## src/rtl/core/rcwt_pkg.sv

```systemverilog
package rcwt_pkg;

	// default texture edge length and fixed face count
	localparam int TEX_DIM_DEF = 64;
	localparam int FACE_COUNT  = 4;
	localparam int FACE_W      = 2;

	// command codes
	localparam logic [1:0] CMD_LOAD  = 2'd0;
	localparam logic [1:0] CMD_START = 2'd1;
	localparam logic [1:0] CMD_TICK  = 2'd2;

	// configuration register indexes
	localparam logic [1:0] REG_SCREEN_HEIGHT = 2'd0;
	localparam logic [1:0] REG_PLAYER_X      = 2'd1;
	localparam logic [1:0] REG_PLAYER_Y      = 2'd2;

	localparam logic [10:0] SCREEN_HEIGHT_RST = 11'd480;

	// input item
	typedef struct packed {
		logic [1:0]         command;
		logic [1:0]         face;
		logic signed [31:0] dir_x;
		logic signed [31:0] dir_y;
		logic [30:0]        perp_dist;
		logic [15:0]        line_height;
		logic [10:0]        draw_start;
		logic [10:0]        draw_end;
		logic [10:0]        column_x;
		logic [11:0]        texel_addr;
		logic [31:0]        texel_color;
	} in_item_t;

	// result item
	typedef struct packed {
		logic [10:0] screen_x;
		logic [10:0] screen_y;
		logic [31:0] pixel_color;
		logic        last_row;
	} out_item_t;

	// controller to datapath
	typedef struct packed {
		logic load_en;
		logic start_en;
		logic tick_en;
		logic hit_en;
		logic div_step;
		logic div_first;
		logic pmul_en;
		logic pos_en;
	} ctrl_cmd_t;

	// datapath to controller
	typedef struct packed {
		logic tick_ok;
	} ctrl_sts_t;

endpackage

```

## src/rtl/core/rcwt_ctrl.sv

```systemverilog
module rcwt_ctrl #(
	parameter int TEX_DIM = rcwt_pkg::TEX_DIM_DEF
) (
	input  logic                clk,
	input  logic                arst_n,
	input  logic                in_valid,
	output logic                in_ready,
	input  logic [1:0]          command,
	input  rcwt_pkg::ctrl_sts_t sts,
	output rcwt_pkg::ctrl_cmd_t cmd
);

	localparam int TW = $clog2(TEX_DIM);
	localparam int QW = TW + 17;
	localparam int CW = $clog2(QW);
	localparam logic [CW-1:0] CNT_TOP = CW'(QW - 1);

	typedef enum logic [4:0] {
		S_IDLE = 5'b00001,
		S_HIT  = 5'b00010,
		S_DIV  = 5'b00100,
		S_PMUL = 5'b01000,
		S_POS  = 5'b10000
	} state_t;

	state_t        state_q;
	logic [CW-1:0] cnt_q;
	logic          idle;
	logic          accept;

	// item acceptance
	assign idle     = (state_q == S_IDLE);
	assign in_ready = idle && ((command != rcwt_pkg::CMD_TICK) || sts.tick_ok);
	assign accept   = in_valid && in_ready;

	// command decode
	always_comb begin
		cmd           = '0;
		cmd.load_en   = accept && (command == rcwt_pkg::CMD_LOAD);
		cmd.start_en  = accept && (command == rcwt_pkg::CMD_START);
		cmd.tick_en   = accept && (command == rcwt_pkg::CMD_TICK);
		cmd.hit_en    = (state_q == S_HIT);
		cmd.div_step  = (state_q == S_DIV);
		cmd.div_first = (state_q == S_DIV) && (cnt_q == CNT_TOP);
		cmd.pmul_en   = (state_q == S_PMUL);
		cmd.pos_en    = (state_q == S_POS);
	end

	// column setup sequence
	always_ff @(posedge clk or negedge arst_n) begin
		if (!arst_n) begin
			state_q <= S_IDLE;
			cnt_q   <= '0;
		end else begin
			case (state_q)
				S_IDLE: begin
					if (cmd.start_en) begin
						state_q <= S_HIT;
					end
				end
				S_HIT: begin
					state_q <= S_DIV;
					cnt_q   <= CNT_TOP;
				end
				S_DIV: begin
					if (cnt_q == '0) begin
						state_q <= S_PMUL;
					end else begin
						cnt_q <= cnt_q - 1'b1;
					end
				end
				S_PMUL: begin
					state_q <= S_POS;
				end
				S_POS: begin
					state_q <= S_IDLE;
				end
				default: begin
					state_q <= S_IDLE;
				end
			endcase
		end
	end

endmodule

```

## config.mk

```make
export PLATFORM = sky130hd
export DESIGN_NAME = rcwt_ctrl
export DESIGN_NICKNAME = d
export VERILOG_FILES = /design/src/rtl/core/rcwt_pkg.sv /design/src/rtl/core/rcwt_ctrl.sv
export SDC_FILE = /design/constraint.sdc
export NUM_CORES = 1
export LEC_CHECK = 0
export ABC_AREA = 1
export BUFFER_PORTS_ARGS = -buffer_cell sky130_fd_sc_hd__buf_2
export CORE_MARGIN = 3
export CORE_UTILIZATION = 45
export DETAILED_ROUTE_END_ITERATION = 8
export GPL_ROUTABILITY_DRIVEN = 0
export GPL_TIMING_DRIVEN = 0
export PLACE_DENSITY = 0.8
export SETUP_SLACK_MARGIN = 0.02
export SYNTH_ARGS = -nofsm -noshare
export SYNTH_HDL_FRONTEND = slang
export SYNTH_SLANG_ARGS = --single-unit
```

## constraint.sdc

```tcl
create_clock -name clk -period 1.3 [get_ports clk]
set_input_delay 0.26 -clock clk [delete_from_list [all_inputs] [get_ports clk]]
set_output_delay 0.26 -clock clk [all_outputs]
set_load 0.03 [all_outputs]
```

==> flow_summary.ini <==
[drt]
drt_iter0_drc = 59
wl_met3_um = 272
viasPerCell = 6.08
drc = 0
met2WireLength_mm = 1.34
antenna_left = 0
vias = 797
finalWirelength_mm = 2.77
wl_met1_um = 940
post_drt_wl_per_cell_um = 21.1
top_layer_used = met4
drt_pre_antenna_iters = 4

[power]
p_int_mw = 0.947
seqPwrFrac_pct = 29.7
power_frac_comb_pct = 56.2
power_density_nw_per_um2 = 1510
cellLeakagePower_nw = 0.546
switching_power_mw = 0.785
peakVddDrop_mv = 1.28
p_clk_share_pct = 14.1
switching_share_pct = 45.3

[die]
ios = 15
dieHeight_um = 43.4
core_um2 = 1200
die-area_um2 = 1880
die_x_um = 43.4
initial_core_util_pct = 52.4
rows = 12

[cts]
cts_buffers = 3
h-tree-depth = 1
cts_root_buf = clkbuf_4
cts_sinks = 10
clk_pin_slew_ns = 0.07
cts_tree = yes
clock_latency_ns = 0.28
cts_max_path_buffers = 2

[placement]
port_buffers = 14
pre_cts_ws_ns = -0.337
dp_hpwl_um = 976
dp_cells = 103

[synth]
syn_area_um2 = 629
synthCells = 75
synthTopCellsByCount = 13 x inv_1, 11 x nand2_1, 9 x dfrtp_1
ys_seq_elements = 10
synth_area_per_cell_um2 = 8.39
synth_top_area_share_pct = 35.8
synth_area_leaders = dfrtp_1 36%, inv_1 7.8%, nand2_1 6.6%
syn_nets = 83
ys_types = 24
synthArstFlopShare_pct = 100
ys_seq_area_share_pct = 40.0
yosysMostFrequentCell = inv_1
yosysTopAreaCell = dfrtp_1
synth_edf_count = 0
yosysWarnings = 0
ys.flop_type = dfrtp_1

[critical_path]
reg2reg_to = cnt_q[0]
critPathMaxFanout = 4
regToRegStartpoint = cnt_q[0]
r2r_slack_ns = -0.42
critPathLaunchType = register
rr_worst_depth = 9
cp_data_arrival_time_ns = 1.64
critPathCaptureType = output port
critPathKind = register to output port
crit_start = state_q[0]
worstPathRequired_ns = 1.04

[worst_hold_path]
worstHoldStart = in_valid
whs_path_depth = 3
hold_class = input pin to register
whs_endpoint = state_q[1]

[layout]
final_nets = 126
layoutNonFillerInstCount = 131
fillers = 33
area_growth_pct = 82.5
insertedDiodeCount = 0
layout.area.seq_um2 = 254
multi_input_area_um2 = 453
drive_above_1_share_pct = 59.8

[job]
maxCapViolCount = 0

[sta]
maxSlewHeadroom_pct = 76.4
clock_skew_ns = 0.00899
slew_viol_final = 0
layout_min_cycle_time_ns = 1.90
hold_violations = 0
finalWorstSetupSlack_ns = -0.603
max_freq_mhz = 525
finalSetupViolations = 19
timing.final.crit_share_pct = 146
rsz0062_at_grt = yes
tightest_slew_ns = 0.353

[global_route]
grt-ovfl-total = 0
grt_usage_pct = 25.5
grt_first_pass_wirelength_mm = 3.41
grt_max_degree = 11
first_global_vias = 746
antenna_found_initial = 0

[outcome]
violations = negative setup slack
outcome = finished, violations left
==> flip-flops by register name, indices dropped and copies added (netlist names) <==
signal	count
cnt_q	5
state_q	5
==> worst max path at each step <==
| stage | depth (start not counted) | slack (ns) | to |
|---|---|---|---|
| 2_1_floorplan | 5 | -0.24 | cmd[6] |
| 3_3_place_gp | 6 | -0.31 | cmd[6] |
| 3_5_place_dp | 6 | -0.34 | cmd[6] |
| 4_1_cts | 6 | -0.46 | cmd[6] |
| 5_1_grt | 6 | -0.61 | cmd[7] |
| 6_report | 6 | -0.60 | cmd[7] |
==> cell families after synthesis <==
group	Yosys count	share of synthesized area [%]
fa+ha+maj	2	3.98
flops	10	40.0
xor+xnor	1	1.39
simple gates	42	40.2
buf+inv	14	8.35
compound gates	6	6.16
==> power groups by stage <==
| stage | Clock, mW | Sequential (mW) | Combinational [mW] |
|---|---|---|---|
| after floorplan | 0 | 0.472 | 0.429 |
| after global placement | 0 | 0.481 | 0.512 |
| after global routing | 0.258 | 0.520 | 1.03 |
| after CTS | 0.227 | 0.497 | 0.787 |
| final | 0.244 | 0.515 | 0.973 |
| after detailed placement | 0 | 0.486 | 0.540 |
==> worst max-delay path: stages (launching register included) <==
cell and delay, ns:
dfstp_2 0.55, inv_2 0.05, nor2_2 0.10, nand3_2 0.12, nand3b_4 0.22, nor3_4 0.17
buf_6 0.16
==> final cells by class <==
class	instances	share of cell area [%]
Inverter	14	4.79
Sequential cell	10	22.1
Multi-Input combinational cell	51	39.4
Clock buffer	4	2.29
Tap cell	14	1.53
Timing Repair Buffer	38	29.8
==> routing by layer <==
layer	vias up	global-route usage, %
li1	334	-
met1	367	27.3
met2	72	47.8
met3	24	4.98
met4	0	10.8
met5	-	0
==> cells in the final DEF, fill, tap and decap left out, drive strengths merged <==
master and count:
buf 37, dfstp 1, nor4 1, nand4 4, dlygate4sd3 1, dfrtp 9, xor2 1, nand3b 2
nor3 5, ha 2, nand3 5, nand2b 1, clkbuf 4, o211ai 1, nor2 13, a31oi 2
o21ai 3, nand2 11, inv 14
==> per-stage QoR <==
stage	area [um^2]	power, mW	setup TNS [ns]	hold slack, ns	util (%)
after floorplan	679	0.901	-1.05	-0.0356	-
after global placement	767	0.993	-1.17	0.127	63.9
after detailed placement	767	1.03	-1.62	0.127	63.9
after CTS	1030	1.51	-4.83	0.306	85.4
after global routing	1150	1.81	-6.77	0.350	95.6
final	1150	1.73	-6.08	0.335	95.6
==> what timing repair did <==
item / in CTS / in global routing
endpoints found under the setup margin: 16 / 18
endpoints found under the hold margin: 9 / 0
setup buffers: 17 / 9
hold buffers: 1 / 0
gates resized for setup: 34 / 14
pin swaps: 8 / 11
(Power assumes the default switching activity.)
